File: config.mk
export PLATFORM = sky130hd
export DESIGN_NAME = jtag_tap_master_flat
export DESIGN_NICKNAME = d
export VERILOG_FILES = /design/src/rtl/jtm_pkg.sv /design/src/rtl/jtm_if.sv /design/src/rtl/jtm_cfg.sv /design/src/rtl/jtm_in_stage.sv /design/src/rtl/jtm_engine.sv /design/src/rtl/jtag_tap_master.sv /design/src/flat_wrapper.sv
export SDC_FILE = /design/constraint.sdc
export NUM_CORES = 1
export LEC_CHECK = 0
export ABC_AREA = 1
export BUFFER_PORTS_ARGS = -buffer_cell sky130_fd_sc_hd__buf_2
export CAP_MARGIN = 0
export CORE_MARGIN = 2
export CORE_UTILIZATION = 27
export DETAILED_ROUTE_END_ITERATION = 8
export GPL_ROUTABILITY_DRIVEN = 0
export PLACE_DENSITY = 0.41
export SLEW_MARGIN = 20
export SYNTH_ARGS = -nofsm -noshare
export SYNTH_HDL_FRONTEND = slang
export SYNTH_SLANG_ARGS = --single-unit
File: constraint.sdc
create_clock -name clk -period 18.6 [get_ports clk]
set_clock_uncertainty 0.2 [all_clocks]
set_input_delay 3.72 -clock clk [delete_from_list [all_inputs] [get_ports clk]]
set_output_delay 3.72 -clock clk [all_outputs]
set_load 0.005 [all_outputs]
File: src/rtl/jtm_pkg.sv
`timescale 1ns / 1ps
// ----------------------------------------------------------------------------
// JTAG TAP master package
// Shared types, codes and constants for the TAP master block.
// ----------------------------------------------------------------------------
package jtm_pkg;

  // Default sizes handed to the top level parameters
  localparam int WORD_BITS_DEF       = 32;
  localparam int IDLE_COUNT_BITS_DEF = 16;

  // Configuration port
  localparam int APB_DATA_W  = 32;
  localparam int APB_ADDR_W  = 3;
  localparam int REG_IDX_BIT = 2;

  // Register reset values and limits
  localparam logic [5:0] IR_LENGTH_RST     = 6'd10;
  localparam logic [3:0] RESET_CLOCKS_RST  = 4'd6;
  localparam logic [3:0] RESET_CLOCKS_MIN  = 4'd5;

  // TCK counts for the fixed TMS walks
  localparam int CLK_IR_ENTRY = 4;
  localparam int CLK_DR_ENTRY = 3;
  localparam int CLK_EXIT     = 2;

  // Register index on the configuration port
  typedef enum logic {
    REG_IR_LENGTH    = 1'b0,
    REG_RESET_CLOCKS = 1'b1
  } reg_idx_t;

  // Command codes of an input transaction
  typedef enum logic [2:0] {
    CMD_TAP_RESET  = 3'd0,
    CMD_IR_SHIFT   = 3'd1,
    CMD_DR_SEGMENT = 3'd2,
    CMD_RUN_IDLE   = 3'd3,
    CMD_TICK       = 3'd4
  } cmd_t;

  // Kind of the pending segment
  typedef enum logic [2:0] {
    KIND_NONE  = 3'd0,
    KIND_RESET = 3'd1,
    KIND_IR    = 3'd2,
    KIND_DR    = 3'd3,
    KIND_IDLE  = 3'd4
  } kind_t;

  // Phase within an IR or DR segment
  typedef enum logic [1:0] {
    PH_ENTRY = 2'd0,
    PH_BITS  = 2'd1,
    PH_EXIT  = 2'd2
  } phase_t;

  // Configuration register contents
  typedef struct packed {
    logic [5:0] ir_length;
    logic [3:0] reset_clocks;
  } cfg_t;

  // Bit count of a shift: zero counts as one, above the word size as the word size
  function automatic logic [6:0] clamp_bits(input logic [5:0] v, input int unsigned lim);
    logic [6:0] lim_w;
    lim_w = 7'(lim);
    if (v == 6'd0) begin
      return 7'd1;
    end
    if ({1'b0, v} > lim_w) begin
      return lim_w;
    end
    return {1'b0, v};
  endfunction

endpackage

File: src/rtl/jtm_if.sv
`timescale 1ns / 1ps
// ----------------------------------------------------------------------------
// JTAG TAP master channel interfaces
// Valid/ready channels for command transactions and result transactions.
// ----------------------------------------------------------------------------
interface jtm_cmd_if #(
  parameter int WORD_BITS       = 32,
  parameter int IDLE_COUNT_BITS = 16
);
  logic                       valid;
  logic                       ready;
  logic [2:0]                 command;
  logic [WORD_BITS-1:0]       data;
  logic [5:0]                 bit_count;
  logic                       enter_shift;
  logic                       exit_shift;
  logic [IDLE_COUNT_BITS-1:0] idle_count;
  logic                       tdo_in;

  modport source (
    output valid, command, data, bit_count, enter_shift, exit_shift, idle_count, tdo_in,
    input  ready
  );
  modport sink (
    input  valid, command, data, bit_count, enter_shift, exit_shift, idle_count, tdo_in,
    output ready
  );
endinterface

interface jtm_res_if #(
  parameter int WORD_BITS = 32
);
  logic                 valid;
  logic                 ready;
  logic                 tck_pulse;
  logic                 tms_out;
  logic                 tdi_out;
  logic                 segment_end;
  logic [WORD_BITS-1:0] captured_word;
  logic                 rejected;

  modport source (
    output valid, tck_pulse, tms_out, tdi_out, segment_end, captured_word, rejected,
    input  ready
  );
  modport sink (
    input  valid, tck_pulse, tms_out, tdi_out, segment_end, captured_word, rejected,
    output ready
  );
endinterface

File: src/rtl/jtm_cfg.sv
`timescale 1ns / 1ps
// ----------------------------------------------------------------------------
// JTAG TAP master configuration registers
// APB-style register file holding the IR length and TAP reset length.
// ----------------------------------------------------------------------------
module jtm_cfg (
  input  logic                            clk,
  input  logic                            rst,
  input  logic                            psel,
  input  logic                            penable,
  input  logic                            pwrite,
  input  logic [jtm_pkg::APB_ADDR_W-1:0]  paddr,
  input  logic [jtm_pkg::APB_DATA_W-1:0]  pwdata,
  output logic [jtm_pkg::APB_DATA_W-1:0]  prdata,
  output logic                            pready,
  output jtm_pkg::cfg_t                   cfg
);
  import jtm_pkg::*;

  logic     wr_en;
  reg_idx_t reg_sel;

  assign pready  = 1'b1;
  assign wr_en   = psel && penable && pwrite && pready;
  assign reg_sel = reg_idx_t'(paddr[REG_IDX_BIT]);

  // Write on the access cycle
  always_ff @(posedge clk) begin
    if (rst) begin
      cfg.ir_length    <= IR_LENGTH_RST;
      cfg.reset_clocks <= RESET_CLOCKS_RST;
    end else if (wr_en) begin
      case (reg_sel)
        REG_IR_LENGTH:    cfg.ir_length    <= pwdata[5:0];
        REG_RESET_CLOCKS: cfg.reset_clocks <= pwdata[3:0];
        default: ;
      endcase
    end
  end

  // Read back the selected register
  always_comb begin
    case (reg_sel)
      REG_IR_LENGTH:    prdata = {{(APB_DATA_W-6){1'b0}}, cfg.ir_length};
      REG_RESET_CLOCKS: prdata = {{(APB_DATA_W-4){1'b0}}, cfg.reset_clocks};
      default:          prdata = '0;
    endcase
  end

endmodule

File: src/rtl/jtm_in_stage.sv
`timescale 1ns / 1ps
// ----------------------------------------------------------------------------
// JTAG TAP master input register
// Pipeline register between the command channel and the step logic.
// ----------------------------------------------------------------------------
module jtm_in_stage (
  input  logic      clk,
  input  logic      rst,
  jtm_cmd_if.sink   cmd,
  jtm_cmd_if.source item
);

  // Take a new transaction whenever the register is empty or draining
  assign cmd.ready = !item.valid || item.ready;

  always_ff @(posedge clk) begin
    if (rst) begin
      item.valid <= 1'b0;
    end else if (cmd.ready) begin
      item.valid <= cmd.valid;
    end
  end

  // Hold the payload of the accepted transaction
  always_ff @(posedge clk) begin
    if (cmd.valid && cmd.ready) begin
      item.command     <= cmd.command;
      item.data        <= cmd.data;
      item.bit_count   <= cmd.bit_count;
      item.enter_shift <= cmd.enter_shift;
      item.exit_shift  <= cmd.exit_shift;
      item.idle_count  <= cmd.idle_count;
      item.tdo_in      <= cmd.tdo_in;
    end
  end

endmodule

File: src/rtl/jtm_engine.sv
`timescale 1ns / 1ps
// ----------------------------------------------------------------------------
// JTAG TAP master step engine
// Segment state, one TCK step per tick transaction, and the result register.
// ----------------------------------------------------------------------------
module jtm_engine #(
  parameter int WORD_BITS       = jtm_pkg::WORD_BITS_DEF,
  parameter int IDLE_COUNT_BITS = jtm_pkg::IDLE_COUNT_BITS_DEF
) (
  input  logic          clk,
  input  logic          rst,
  input  jtm_pkg::cfg_t cfg,
  jtm_cmd_if.sink       item,
  jtm_res_if.source     res
);
  import jtm_pkg::*;

  localparam int IDX_W = (WORD_BITS > 1) ? $clog2(WORD_BITS) : 1;
  localparam int CNT_W = $clog2(WORD_BITS + 1);

  kind_t                      kind, kind_next;
  phase_t                     phase, phase_next;
  logic [WORD_BITS-1:0]       send_word, send_word_next;
  logic [WORD_BITS-1:0]       capture_word, capture_word_next;
  logic [IDX_W-1:0]           bit_pos, bit_pos_next;
  logic [CNT_W-1:0]           bit_total, bit_total_next;
  logic [IDLE_COUNT_BITS-1:0] clocks_left, clocks_left_next;
  logic                       exit_flag, exit_flag_next;

  logic                       advance;
  logic                       take;
  logic                       pending;
  logic [CNT_W-1:0]           pos_inc;
  logic                       last_bit;
  logic                       goes_exit;
  logic [WORD_BITS-1:0]       cap_bit;
  logic [3:0]                 reset_len;
  logic [IDLE_COUNT_BITS-1:0] left_dec;

  logic                       tck_c;
  logic                       tms_c;
  logic                       tdi_c;
  logic                       end_c;
  logic                       rej_c;
  logic [WORD_BITS-1:0]       word_c;

  // Handshake: step a transaction whenever the result register can take it
  assign advance    = !res.valid || res.ready;
  assign item.ready = advance;
  assign take       = item.valid && advance;

  // Shared step terms
  assign pending   = (kind != KIND_NONE);
  assign pos_inc   = CNT_W'(bit_pos) + CNT_W'(1);
  assign last_bit  = (pos_inc >= bit_total);
  assign goes_exit = (kind == KIND_IR) || exit_flag;
  assign cap_bit   = capture_word | ({{(WORD_BITS-1){1'b0}}, item.tdo_in} << bit_pos);
  assign reset_len = (cfg.reset_clocks < RESET_CLOCKS_MIN) ? RESET_CLOCKS_MIN
                                                           : cfg.reset_clocks;
  assign left_dec  = clocks_left - IDLE_COUNT_BITS'(1);

  // Result of the current transaction
  always_comb begin
    tck_c  = 1'b0;
    tms_c  = 1'b0;
    tdi_c  = 1'b0;
    end_c  = 1'b0;
    rej_c  = 1'b0;
    word_c = '0;
    case (cmd_t'(item.command))
      CMD_TAP_RESET, CMD_IR_SHIFT, CMD_DR_SEGMENT, CMD_RUN_IDLE: begin
        rej_c = pending;
      end
      CMD_TICK: begin
        if (pending) begin
          tck_c = 1'b1;
          if (kind == KIND_RESET || kind == KIND_IDLE) begin
            tms_c = (kind == KIND_RESET);
            end_c = (clocks_left == IDLE_COUNT_BITS'(1));
          end else begin
            case (phase)
              PH_ENTRY: begin
                if (kind == KIND_IR) begin
                  tms_c = (clocks_left > IDLE_COUNT_BITS'(CLK_EXIT));
                end else begin
                  tms_c = (clocks_left == IDLE_COUNT_BITS'(CLK_DR_ENTRY));
                end
              end
              PH_BITS: begin
                tdi_c = send_word[bit_pos];
                tms_c = last_bit && goes_exit;
                end_c = last_bit && !goes_exit;
                if (end_c) begin
                  word_c = cap_bit;
                end
              end
              PH_EXIT: begin
                tms_c = (clocks_left == IDLE_COUNT_BITS'(CLK_EXIT));
                end_c = (clocks_left == IDLE_COUNT_BITS'(1));
                if (end_c && kind == KIND_DR) begin
                  word_c = capture_word;
                end
              end
              default: ;
            endcase
          end
        end
      end
      default: ;
    endcase
  end

  // Next segment state
  always_comb begin
    kind_next         = kind;
    phase_next        = phase;
    send_word_next    = send_word;
    capture_word_next = capture_word;
    bit_pos_next      = bit_pos;
    bit_total_next    = bit_total;
    clocks_left_next  = clocks_left;
    exit_flag_next    = exit_flag;
    case (cmd_t'(item.command))
      CMD_TAP_RESET, CMD_IR_SHIFT, CMD_DR_SEGMENT, CMD_RUN_IDLE: begin
        if (!pending) begin
          capture_word_next = '0;
          bit_pos_next      = '0;
          phase_next        = PH_ENTRY;
          exit_flag_next    = 1'b0;
          case (cmd_t'(item.command))
            CMD_TAP_RESET: begin
              clocks_left_next = IDLE_COUNT_BITS'(reset_len);
              kind_next        = KIND_RESET;
            end
            CMD_IR_SHIFT: begin
              send_word_next   = item.data;
              bit_total_next   = CNT_W'(clamp_bits(cfg.ir_length, WORD_BITS));
              clocks_left_next = IDLE_COUNT_BITS'(CLK_IR_ENTRY);
              kind_next        = KIND_IR;
            end
            CMD_DR_SEGMENT: begin
              send_word_next   = item.data;
              bit_total_next   = CNT_W'(clamp_bits(item.bit_count, WORD_BITS));
              exit_flag_next   = item.exit_shift;
              if (item.enter_shift) begin
                clocks_left_next = IDLE_COUNT_BITS'(CLK_DR_ENTRY);
              end else begin
                phase_next       = PH_BITS;
                clocks_left_next = '0;
              end
              kind_next = KIND_DR;
            end
            default: begin
              clocks_left_next = item.idle_count;
              kind_next = (item.idle_count != '0) ? KIND_IDLE : KIND_NONE;
            end
          endcase
        end
      end
      CMD_TICK: begin
        if (pending) begin
          if (kind == KIND_RESET || kind == KIND_IDLE) begin
            clocks_left_next = left_dec;
          end else begin
            case (phase)
              PH_ENTRY: begin
                clocks_left_next = left_dec;
                if (left_dec == '0) begin
                  phase_next   = PH_BITS;
                  bit_pos_next = '0;
                end
              end
              PH_BITS: begin
                bit_pos_next = bit_pos + IDX_W'(1);
                if (kind == KIND_DR) begin
                  capture_word_next = cap_bit;
                end
                if (last_bit && goes_exit) begin
                  phase_next       = PH_EXIT;
                  clocks_left_next = IDLE_COUNT_BITS'(CLK_EXIT);
                end
              end
              PH_EXIT: begin
                clocks_left_next = left_dec;
              end
              default: ;
            endcase
          end
          // Drop the segment on its final cycle
          if (end_c) begin
            kind_next        = KIND_NONE;
            phase_next       = PH_ENTRY;
            clocks_left_next = '0;
          end
        end
      end
      default: ;
    endcase
  end

  // Segment control state
  always_ff @(posedge clk) begin
    if (rst) begin
      kind        <= KIND_NONE;
      phase       <= PH_ENTRY;
      clocks_left <= '0;
      exit_flag   <= 1'b0;
    end else if (take) begin
      kind        <= kind_next;
      phase       <= phase_next;
      clocks_left <= clocks_left_next;
      exit_flag   <= exit_flag_next;
    end
  end

  // Segment data
  always_ff @(posedge clk) begin
    if (take) begin
      send_word    <= send_word_next;
      capture_word <= capture_word_next;
      bit_pos      <= bit_pos_next;
      bit_total    <= bit_total_next;
    end
  end

  // Result register
  always_ff @(posedge clk) begin
    if (rst) begin
      res.valid <= 1'b0;
    end else if (take) begin
      res.valid <= 1'b1;
    end else if (res.ready) begin
      res.valid <= 1'b0;
    end
  end

  always_ff @(posedge clk) begin
    if (take) begin
      res.tck_pulse     <= tck_c;
      res.tms_out       <= tms_c;
      res.tdi_out       <= tdi_c;
      res.segment_end   <= end_c;
      res.captured_word <= word_c;
      res.rejected      <= rej_c;
    end
  end

endmodule

File: src/rtl/jtag_tap_master.sv
`timescale 1ns / 1ps
// ----------------------------------------------------------------------------
// JTAG TAP master
// Drives TAP reset, IR shift, DR segments and run-idle one TCK per tick.
// ----------------------------------------------------------------------------
// Usage:
//   cmd carries command transactions. Codes 0 to 3 load a segment (TAP
//   reset, IR shift, DR segment, run idle); code 4 is a TCK tick that
//   carries the TDO sampled before the rising TCK edge.
//   res returns exactly one result transaction per command transaction:
//   tck_pulse, tms_out and tdi_out for that tick, segment_end on the last
//   cycle of the segment and captured_word (DR TDO bits, LSB first) there.
//   A load while a segment is pending returns rejected and changes nothing.
//   The path is registered: an input register, then the step logic
//   into the result register. One transaction is taken every clock cycle
//   while res is not stalled; the segment state is registered and loops
//   back through the step logic. When res is stalled the result register
//   holds, and one more transaction waits in the input register before
//   cmd.ready drops. Reset drops any pending segment and loads ir_length 10
//   and reset_clocks 6; the APB registers at byte 0 and 4 are written only
//   while the block is idle, a rule for the user the block does not enforce.
// ----------------------------------------------------------------------------
module jtag_tap_master #(
  parameter int WORD_BITS       = jtm_pkg::WORD_BITS_DEF,
  parameter int IDLE_COUNT_BITS = jtm_pkg::IDLE_COUNT_BITS_DEF
) (
  input  logic                            clk,
  input  logic                            rst,
  input  logic                            psel,
  input  logic                            penable,
  input  logic                            pwrite,
  input  logic [jtm_pkg::APB_ADDR_W-1:0]  paddr,
  input  logic [jtm_pkg::APB_DATA_W-1:0]  pwdata,
  output logic [jtm_pkg::APB_DATA_W-1:0]  prdata,
  output logic                            pready,
  jtm_cmd_if.sink                         cmd,
  jtm_res_if.source                       res
);
  import jtm_pkg::*;

  cfg_t cfg;

  jtm_cmd_if #(
    .WORD_BITS       (WORD_BITS),
    .IDLE_COUNT_BITS (IDLE_COUNT_BITS)
  ) item_q ();

  // Configuration registers
  jtm_cfg u_cfg (
    .clk     (clk),
    .rst     (rst),
    .psel    (psel),
    .penable (penable),
    .pwrite  (pwrite),
    .paddr   (paddr),
    .pwdata  (pwdata),
    .prdata  (prdata),
    .pready  (pready),
    .cfg     (cfg)
  );

  // Input register
  jtm_in_stage u_in_stage (
    .clk  (clk),
    .rst  (rst),
    .cmd  (cmd),
    .item (item_q.source)
  );

  // Step logic and result register
  jtm_engine #(
    .WORD_BITS       (WORD_BITS),
    .IDLE_COUNT_BITS (IDLE_COUNT_BITS)
  ) u_engine (
    .clk  (clk),
    .rst  (rst),
    .cfg  (cfg),
    .item (item_q.sink),
    .res  (res)
  );

`ifndef SYNTHESIS
  // No step while the result register is stalled
  assert property (@(posedge clk) disable iff (rst)
    res.valid && !res.ready |-> !item_q.ready)
    else $error("step logic advanced while result stalled");

  // TMS and TDI drive only on a TCK cycle
  assert property (@(posedge clk) disable iff (rst)
    res.valid && (res.tms_out || res.tdi_out || res.segment_end) |-> res.tck_pulse)
    else $error("pin levels without a TCK cycle");

  // A captured word appears only at the end of a segment
  assert property (@(posedge clk) disable iff (rst)
    res.valid && (res.captured_word != '0) |-> res.segment_end)
    else $error("captured word outside segment end");

  // A rejected load never produces a TCK cycle
  assert property (@(posedge clk) disable iff (rst)
    res.valid && res.rejected |-> !res.tck_pulse)
    else $error("rejected transaction produced TCK");
`endif

endmodule
File: src/flat_wrapper.sv
// flat-port wrapper written by rule: the top's interface ports become plain ports
module jtag_tap_master_flat import jtm_pkg::*;
#(
  parameter int WORD_BITS       = jtm_pkg::WORD_BITS_DEF,
  parameter int IDLE_COUNT_BITS = jtm_pkg::IDLE_COUNT_BITS_DEF
)
  (clk, rst, psel, penable, pwrite, paddr, pwdata, prdata, pready, cmd_valid, cmd_command, cmd_data, cmd_bit_count, cmd_enter_shift, cmd_exit_shift, cmd_idle_count, cmd_tdo_in, cmd_ready, res_valid, res_tck_pulse, res_tms_out, res_tdi_out, res_segment_end, res_captured_word, res_rejected, res_ready);
  jtm_cmd_if #(.WORD_BITS(WORD_BITS), .IDLE_COUNT_BITS(IDLE_COUNT_BITS)) cmd_i ();
  jtm_res_if #(.WORD_BITS(WORD_BITS)) res_i ();
  input  logic clk;
  input  logic rst;
  input  logic psel;
  input  logic penable;
  input  logic pwrite;
  input  logic [jtm_pkg::APB_ADDR_W-1:0] paddr;
  input  logic [jtm_pkg::APB_DATA_W-1:0] pwdata;
  output logic [jtm_pkg::APB_DATA_W-1:0] prdata;
  output logic pready;
  input wire logic [$bits(cmd_i.valid)-1:0] cmd_valid;
  input wire logic [$bits(cmd_i.command)-1:0] cmd_command;
  input wire logic [$bits(cmd_i.data)-1:0] cmd_data;
  input wire logic [$bits(cmd_i.bit_count)-1:0] cmd_bit_count;
  input wire logic [$bits(cmd_i.enter_shift)-1:0] cmd_enter_shift;
  input wire logic [$bits(cmd_i.exit_shift)-1:0] cmd_exit_shift;
  input wire logic [$bits(cmd_i.idle_count)-1:0] cmd_idle_count;
  input wire logic [$bits(cmd_i.tdo_in)-1:0] cmd_tdo_in;
  output wire logic [$bits(cmd_i.ready)-1:0] cmd_ready;
  output wire logic [$bits(res_i.valid)-1:0] res_valid;
  output wire logic [$bits(res_i.tck_pulse)-1:0] res_tck_pulse;
  output wire logic [$bits(res_i.tms_out)-1:0] res_tms_out;
  output wire logic [$bits(res_i.tdi_out)-1:0] res_tdi_out;
  output wire logic [$bits(res_i.segment_end)-1:0] res_segment_end;
  output wire logic [$bits(res_i.captured_word)-1:0] res_captured_word;
  output wire logic [$bits(res_i.rejected)-1:0] res_rejected;
  input wire logic [$bits(res_i.ready)-1:0] res_ready;
  assign cmd_i.valid = cmd_valid;
  assign cmd_i.command = cmd_command;
  assign cmd_i.data = cmd_data;
  assign cmd_i.bit_count = cmd_bit_count;
  assign cmd_i.enter_shift = cmd_enter_shift;
  assign cmd_i.exit_shift = cmd_exit_shift;
  assign cmd_i.idle_count = cmd_idle_count;
  assign cmd_i.tdo_in = cmd_tdo_in;
  assign cmd_ready = cmd_i.ready;
  assign res_valid = res_i.valid;
  assign res_tck_pulse = res_i.tck_pulse;
  assign res_tms_out = res_i.tms_out;
  assign res_tdi_out = res_i.tdi_out;
  assign res_segment_end = res_i.segment_end;
  assign res_captured_word = res_i.captured_word;
  assign res_rejected = res_i.rejected;
  assign res_i.ready = res_ready;
  jtag_tap_master #(.WORD_BITS(WORD_BITS), .IDLE_COUNT_BITS(IDLE_COUNT_BITS)) u_core (.clk(clk), .rst(rst), .psel(psel), .penable(penable), .pwrite(pwrite), .paddr(paddr), .pwdata(pwdata), .prdata(prdata), .pready(pready), .cmd(cmd_i), .res(res_i));
endmodule
### After elaboration in Yosys (flattened, before gate mapping)

Index checks and enable logic that the tools add are counted.

* eq/ne operators: 27
* add/sub/neg operators: 3
* reductions and logical operators: 40
* $lt $le $gt $ge: 6
* bitwise gates (word level): 5
* multiplexer cells: 82
* shift operators: 1

Operators with widths (number)
* $mux 32: 7
* $pmux 32 s2: 3
* $mux 16: 5
* $pmux 16 s2: 2
* $mux 6: 8
* $pmux 16 s3: 1
* $eq 16x2->1 const B: 2
* $or 32x32->32: 1
* $shl 1x5->32: 1
* $mux 1: 30
* $mux 5: 4
* $pmux 5 s2: 2
* $eq 16x1->1 const B: 1
* $gt 16x2->1 const B: 1
* $logic_not 16->1: 1
* $reduce_bool 16->1: 1
* $sub 16x1->16 const B: 1
* $mux 2: 7
* $reduce_and 7->1: 2
* $eq 3x2->1 const B: 4
* $gt 6x6->1 const B: 2
* $logic_not 6->1: 2
* $mux 3: 4
* $pmux 6 s2: 1
* other kinds (41): 71

* register bits after elaboration: 206

### Depth between registers and ports, before layout

Gate-level depths: netlist of run 1.

* depth in word-level cells: 12
* gate-level depth with buffers: 25

### Modules after synthesis

Synthesis of run 1 repeated with hierarchy kept, for this count alone.

* cells, all modules: 1053
* area total of the unflattened synthesis: 9789.4 µm²

By module, submodules not included
* jtm_engine: instances 1, area an instance 7228.2 µm², cells an instance 880
* jtm_in_stage: instances 1, area an instance 1849.3 µm², cells an instance 66
* jtm_cfg: instances 1, area an instance 711.9 µm², cells an instance 107

### Worst setup path after synthesis of run 1

No wires, ideal clock.

* path type: in2reg
* from: input res_ready
* to: register u_core.u_engine.bit_total[0] (enable)
* cell stages on the path: 4
* setup slack: 10.154 ns
* library setup time: 0.532 ns
* data arrival time: 7.714 ns
* required time: 17.868 ns
* cells stage by stage: inv_1 nand2_1 nand2_1 nor4_1

* longest elaborated chain between the ends: 3

Ends and longest elaborated chain
* start: declaration: RTL line flat_wrapper.sv:35 `input wire logic [$bits(res_i.ready)-1:0] res_ready;`
* $logic_or 1x1->1: RTL line jtm_engine.sv:48 `assign advance = !res.valid || res.ready;`
* $logic_and 1x1->1: RTL line jtm_engine.sv:50 `assign take = item.valid && advance;`
* $reduce_and 4->1 (no source line)
* end signal: assignment: RTL line jtm_engine.sv:222 `bit_total <= bit_total_next;`
* end: declaration: RTL line jtm_engine.sv:26 `logic [CNT_W-1:0] bit_total, bit_total_next;`

Every way passes these cells.
A chain may end at the register's enable or synchronous reset.

### Worst setup path after layout of run 1

* from: input paddr[2] in the netlist's numbering
* to: output prdata[3] in the netlist's numbering

* longest elaborated chain between the ends: 2

Ends and longest elaborated chain
* start: declaration: RTL line flat_wrapper.sv:15 `input logic [jtm_pkg::APB_ADDR_W-1:0] paddr;`
* $not 1->1
* $pmux 32 s2 (*): RTL line jtm_cfg.sv:43 `case (reg_sel)`
* end: declaration: RTL line flat_wrapper.sv:17 `output logic [jtm_pkg::APB_DATA_W-1:0] prdata;`

Every way passes the cells marked *; elsewhere a longest branch is shown, timed or not. The select of a mux whose other input is x is not followed.

==> results of run 1 <==
## kinds of logic after synthesis
| kind of cell | Yosys count | share of synthesized area, % |
|---|---|---|
| other | 2 | 0.0776 |
| XOR/XNOR | 6 | 0.543 |
| AO/OA/AOI/OAI | 156 | 9.85 |
| adder cells (fa/ha/maj) | 15 | 1.94 |
| flip-flops | 206 | 60.4 |
| AND/OR/NAND/NOR | 441 | 19.5 |
| buffers and inverters | 167 | 7.73 |
## layout make-up
| cell class | instances | area share [%] |
|---|---|---|
| timing repair buffer | 124 | 5.50 |
| clock buffer | 30 | 5.57 |
| inverter | 108 | 3.51 |
| multi-input combinational | 645 | 27.7 |
| sequential | 206 | 50.6 |
| tap | 461 | 4.99 |
| clock inverter | 16 | 2.14 |
## registers in the layout (all words and copies together) (netlist names), 2 cells and up
signal and count:
u_core.u_in_stage.item.data 32, u_core.u_in_stage.item.bit_count 6, u_core.u_cfg.cfg 10, u_core.u_engine.kind 3, u_core.u_engine.send_word 32, u_core.u_engine.capture_word 32, u_core.u_engine.res.captured_word 32, u_core.u_engine.phase 2
u_core.u_engine.bit_pos 5, u_core.u_engine.clocks_left 16, u_core.u_in_stage.item.command 3, u_core.u_engine.bit_total 6, u_core.u_in_stage.item.idle_count 16
## power groups by stage
stage	Combinational, uW	Sequential, uW	Clock, uW
2_1_floorplan	76.5	538	0
3_3_place_gp	105	543	0
3_5_place_dp	105	543	0
4_1_cts	106	533	546
5_1_grt	120	535	560
6_report	105	533	529
## worst reg2reg max path, cell delays in order (launching register included)
cell and delay [ns]:
edfxtp_1 0.85, clkinv_1 0.73, nor2_1 0.32, inv_1 0.08, nor2_1 0.14, inv_1 0.08
nand2_1 0.09, inv_1 0.05, ha_1 0.30, nand2_1 0.06, a21oi_1 0.05, nor2_1 0.11
nand2_1 0.06, nand2_1 0.46, nand2_1 0.10, nand2_1 0.09, nand2_1 0.08, nand2_2 0.29
nand2_2 0.11, nand3_4 0.19, nand2_4 0.13, inv_2 0.32, nor2_1 0.07, nor2_1 0.09
## layer usage
metal / wire (um) / share of wire, % / vias up
li1: - / - / 3540
met1: 12100 / 51 / 3218
met2: 10000 / 42 / 156
met3: 1250 / 5.2 / 28
met4: 421 / 1.8 / 0
met5: 0 / 0 / -
## worst max-delay path by stage
stage,end,slack [ns],startpoint,cells past startpoint
after global routing,prdata[0],10.45,paddr[2],3
final,prdata[3],10.50,paddr[2],3
after CTS,prdata[3],10.50,paddr[2],3
after floorplan,u_core.u_engine.bit_total[0],10.15,res_ready,4
after global placement,prdata[2],10.49,paddr[2],3
after detailed placement,prdata[3],10.51,paddr[2],3
## metrics by stage
stage	power, uW	cells	util, %	hold WS, ns	worst slack (ns)
finish	1170	1590	32.6	0.212	10.50
global route	1220	1590	32.6	0.221	10.45
CTS	1180	1590	32.6	0.213	10.50
detailed placement	648	1544	30.1	0.205	10.51
global placement	648	1544	30.1	0.203	10.49
floorplan	615	1018	-	0.200	10.15
## synthesized netlist by cell type (7+ instances only)
cell type and number:
nor2_1 183, edfxtp_1 172, nand2_1 155, inv_1 97
nand3_1 50, o21ai_0 45, a21oi_1 43, dfxtp_1 34
buf_4 28, a22oi_1 20, nor2_2 19, o21bai_1 19
clkbuf_1 18, ha_1 15, a31oi_1 8, buf_2 7
inv_2 7, nand4_1 7, nor3_1 7
==> flow_metrics.tcl, run 1 <==
set metrics [dict create \
    critPathMaxStageDelay_ns 0.17 \
    die_h_um 193 \
    clk-insertion-delay-late_ns 0.54 \
    reg2reg_to "u_core.u_engine.clocks_left[1]" \
    cts_tree "done" \
    maxCapViolations 0 \
    postSynthAreaPerCell_um2 9.75 \
    start_kind "input pin" \
    grtUsageTotal_pct 12.6 \
    use_met3_pct 2.42 \
    crit_slowest_cell "o21ai_0" \
    maxSlewViolCount 0 \
    peakVddDrop_mv 0.0609 \
    viasPerCell 4.37 \
    clockPowerShare_pct 45.3 \
    clock-sinks 206 \
    finalHoldViolCount 0 \
    drive_gt1_share_pct 18.6 \
    async_flop_share_pct 0 \
    cts-root-buf "clkbuf_16" \
    row_count 69 \
    drtIter0Drc 456 \
    period_share_pct 43.5 \
    min_path_type "flop to flop" \
    r2r_setup_slack_ns 13.46 \
    p_int_uw 887 \
    boundaryPins 174 \
    crit_path_end_kind "output port" \
    fin_area_um2 11600 \
    cp_common_cell "buf_2" \
    dp_hpwl_um 16100 \
    postRouteAntennaNets 0 \
    layout_common_cells "nor2_1, edfxtp_1, nand2_1, buf_2, inv_1" \
    whs_endpoint "u_core.u_engine.send_word[17]" \
    post-synth-top-area-fraction_pct 53.3 \
    chipWidth_um 193 \
    status "complete, no violations" \
    grt_max_degree 61 \
    cp.required_ns 14.68 \
    antenna_found_initial 1 \
    h-tree-depth 1 \
    diodes 0 \
    top_usage_layer "met1" \
    powerDensity_nw_per_um2 101 \
    cts.clk_slew.worst_paths_ns 0.06 \
    drc_errors 0 \
    area_growth_pct 19.4 \
    finalSetupViolCount 0 \
    crit_buf_inv 2 \
    yosys.area.top_type "edfxtp_1" \
    num-nets-final 1227 \
    met2_usage_pct 18.7 \
    port_buffers 118 \
    netSwitchingPower_uw 280 \
    arrival_ns 4.18 \
    worstHoldStart "u_core.u_in_stage.item.data[17]" \
    die-area_um2 37400 \
    relSlewSlack_pct 40.4 \
    nFillCells 3735 \
    seqPwrFrac_pct 45.7 \
    synth-edff-count 172 \
    cts_buffers 25 \
    critPathTopFamily "buffers and inverters" \
    path_max_fanout 12 \
    path_cells "buf_2 -> o21ai_0 -> buf_2" \
    multi_input_area_um2 3210 \
    wirelength_um 23800 \
    reg2reg_depth 23 \
    min_path_cells 0 \
    grt_pass1_vias 6810 \
    seq_area_frac_synth_pct 60.4 \
    seq_area_um2 5850 \
    p_comb_share_pct 9.0 \
    hold_buffers 0 \
    p_leak_uw 0.00461 \
    synthTopCellsByArea "edfxtp_1, nor2_1, dfxtp_1" \
    grt_remaining_overflow 0 \
    swShare_pct 24.0 \
    grt_pass1_wl_um 38200 \
    floorplan.initialDensity_pct 27.3 \
    wl_per_cell_um 15.0 \
    cts_buffer_depth 3 \
    tns_ns 0 \
    placed_cell_area_um2 10700 \
    rsz0062_at_grt "no" \
    cts_setup_buffers 0 \
    synth_flop_cell "edfxtp_1" \
    layout_commonest_cell "nor2_1" \
    synth.distinct_cells 48 \
    met1_usage_pct 18.7 \
    postSynthCellCount 993 \
    fmax_mhz 123 \
    min_period_ns 8.10 \
    yosysWarnings 0 \
    netlist_area_um2 9680 \
    max_slew.worst_pin.slew_ns 0.889 \
    core_um2 35500 \
    r2r_start "u_core.u_engine.bit_pos[0]" \
    vias 6942 \
    cts_resized 0 \
    synth-seq-cells 206 \
    critPathKind "input pin to output port" \
    drt_first_pass_iters 7 \
]
Note: power is estimated with default switching activity, not from simulation.
==> run 2, diff against run 1 <==
==> constraint.sdc (replaced) <==
create_clock -name clk -period 7.7 [get_ports clk]
set_clock_uncertainty 0.2 [all_clocks]
set_input_delay 1.54 -clock clk [delete_from_list [all_inputs] [get_ports clk]]
set_output_delay 1.54 -clock clk [all_outputs]
set_load 0.005 [all_outputs]
==> run 2 against run 1 <==
Compared with the run above:
- setup slack lost 8.0 ns
- critical path depth grew 18
- sequential power grew 140%
- die area is the same
- sequential share of layout area grew 0.36 points
- critical path type is now flop to flop
==> flow_metrics.tcl, run 2 (synthesized netlist as in run 1, its figures left out) <==
set metrics [dict create \
    status "complete, no violations" \
    maxSlewViolCount 0 \
    reg2reg_depth 21 \
    setup.worst_path.start "u_core.u_engine.bit_pos[0]" \
    cp-endpoint "u_core.u_engine.clocks_left[1]" \
    seqPwrFrac_pct 47.6 \
    layout_commonest_cell "nor2_1" \
    p_leak_uw 0.00457 \
    min_path_type "flop to flop" \
    clk-insertion-delay-late_ns 0.54 \
    period_share_pct 67.3 \
    chipWidth_um 193 \
    die-area_um2 37400 \
    min_path_cells 0 \
    grt_pass1_vias 6875 \
    grt_pass1_wl_um 38000 \
    dp_hpwl_um 16000 \
    clockPowerShare_pct 43.1 \
    path_cells "clkinv_1 -> nor2_1 -> inv_1 -> nor2_1 -> inv_1 -> nor2_1 -> ha_1 -> a21o_1 -> nor2_1 -> nand2_1 -> nand2_1 -> nand2_1 -> nand2_1 -> nand2_1 -> nand2_2 -> nand2_2 -> nand3_4 -> nand2_4 -> inv_2 -> nor2_1 -> nor2_1" \
    r2r_setup_slack_ns 2.52 \
    grtUsageTotal_pct 12.5 \
    drtIter0Drc 372 \
    floorplan.initialDensity_pct 27.3 \
    boundaryPins 174 \
    p_comb_share_pct 9.3 \
    fmax_mhz 193 \
    powerDensity_nw_per_um2 235 \
    port_buffers 118 \
    p_int_uw 2050 \
    crit_path_end_kind "flop" \
    max_slew.worst_pin.slew_ns 0.919 \
    arrival_ns 5.44 \
    cts_setup_buffers 0 \
    reg2reg_to "u_core.u_engine.clocks_left[1]" \
    r2r_start "u_core.u_engine.bit_pos[0]" \
    finalSetupViolCount 0 \
    drive_gt1_share_pct 18.1 \
    die_h_um 193 \
    cts.clk_slew.worst_paths_ns 0.06 \
    cts_buffer_depth 3 \
    hold_buffers 0 \
    min_period_ns 5.18 \
    grt_remaining_overflow 0 \
    grt_max_degree 61 \
    clock-sinks 206 \
    h-tree-depth 1 \
    core_um2 35500 \
    path_max_fanout 21 \
    drc_errors 0 \
    vias 6878 \
    area_growth_pct 18.6 \
    cts_resized 0 \
    finalHoldViolCount 0 \
    layout_common_cells "nor2_1, edfxtp_1, nand2_1, buf_2, inv_1" \
    viasPerCell 4.33 \
    cp.required_ns 7.96 \
    row_count 69 \
    diodes 0 \
    rsz0062_at_grt "no" \
    cts_tree "done" \
    num-nets-final 1226 \
    cts_buffers 24 \
    crit_slowest_cell "edfxtp_1" \
    tns_ns 0 \
    peakVddDrop_mv 0.142 \
    antenna_found_initial 0 \
    power_uw 2700 \
    cp_common_cell "nor2_1" \
    swShare_pct 24.1 \
    maxCapViolations 0 \
    critPathKind "flop to flop" \
    relSlewSlack_pct 38.3 \
    start_kind "flop" \
    wl_per_cell_um 14.9 \
    wirelength_um 23600 \
    cts-root-buf "clkbuf_16" \
    postRouteAntennaNets 0 \
    critPathMaxStageDelay_ns 0.86 \
    drt_first_pass_iters 4 \
    netSwitchingPower_uw 651 \
]
-- run 2: cell types whose count changed in the layout (fill, tap and decap cells not counted) --
cell	previous run	this run
bufinv_16	6	3
clkbuf_1	5	10
clkbuf_16	25	24
clkbuf_8	0	3
clkinv_1	6	4
clkinv_16	0	1
clkinv_2	5	2
clkinvlp_4	2	0
inv_16	1	0
-- run 2: through the flow --
step                      cell area [um2]  cells  setup slack, ns  hold WS [ns]  util [%]
final                               11500   1587             2.52         0.217      32.4
after global routing                11500   1587             1.91         0.226      32.4
after CTS                           11500   1587             2.36         0.219      32.4
after detailed placement            10700   1544             2.42         0.205      30.1
after global placement              10700   1544             2.46         0.201      30.1
after floorplan                      9780   1018             1.43         0.200         -
-- run 2: routing by layer --
metal  global-route usage, %  part of all wire, %
met1                    18.6                   50
met2                    18.8                   43
met3                    2.30                  5.3
met4                    2.74                  1.6
met5                       0                    0
-- run 2: how the worst min path moves through the flow --
stage / startpoint / to
after floorplan: u_core.u_in_stage.item.data[0] / u_core.u_engine.send_word[0]
final: u_core.u_in_stage.item.data[15] / u_core.u_engine.send_word[15]
after detailed placement: u_core.u_in_stage.item.data[0] / u_core.u_engine.send_word[0]
after global placement: u_core.u_in_stage.item.data[13] / u_core.u_engine.send_word[13]
after CTS: u_core.u_in_stage.item.data[28] / u_core.u_engine.send_word[28]
after global routing: u_core.u_in_stage.item.data[20] / u_core.u_engine.send_word[20]
-- run 2: power by group through the flow --
stage	Clock [uW]	Combinational [uW]	Sequential, uW
detailed placement	0	253	1310
finish	1160	251	1290
global route	1250	289	1290
CTS	1200	255	1290
floorplan	0	185	1300
global placement	0	254	1310
-- run 2: worst max-delay path, delay by kind of cell, from the launching register on --
kind            cells  cell delay [ns]
compound gates      1             0.16
buf+inv             4             1.18
flops               1             0.86
simple gates       15             2.40
fa+ha+maj           1             0.27
-- run 2: area by class of cell --
cell class	instances	area, um2
fillers	3712	24000
well taps	461	577
inverters	108	405
clock buffers	37	679
multi-input cells	645	3210
clock inverters	6	130
flip-flops and latches	206	5850
repair buffers	124	636
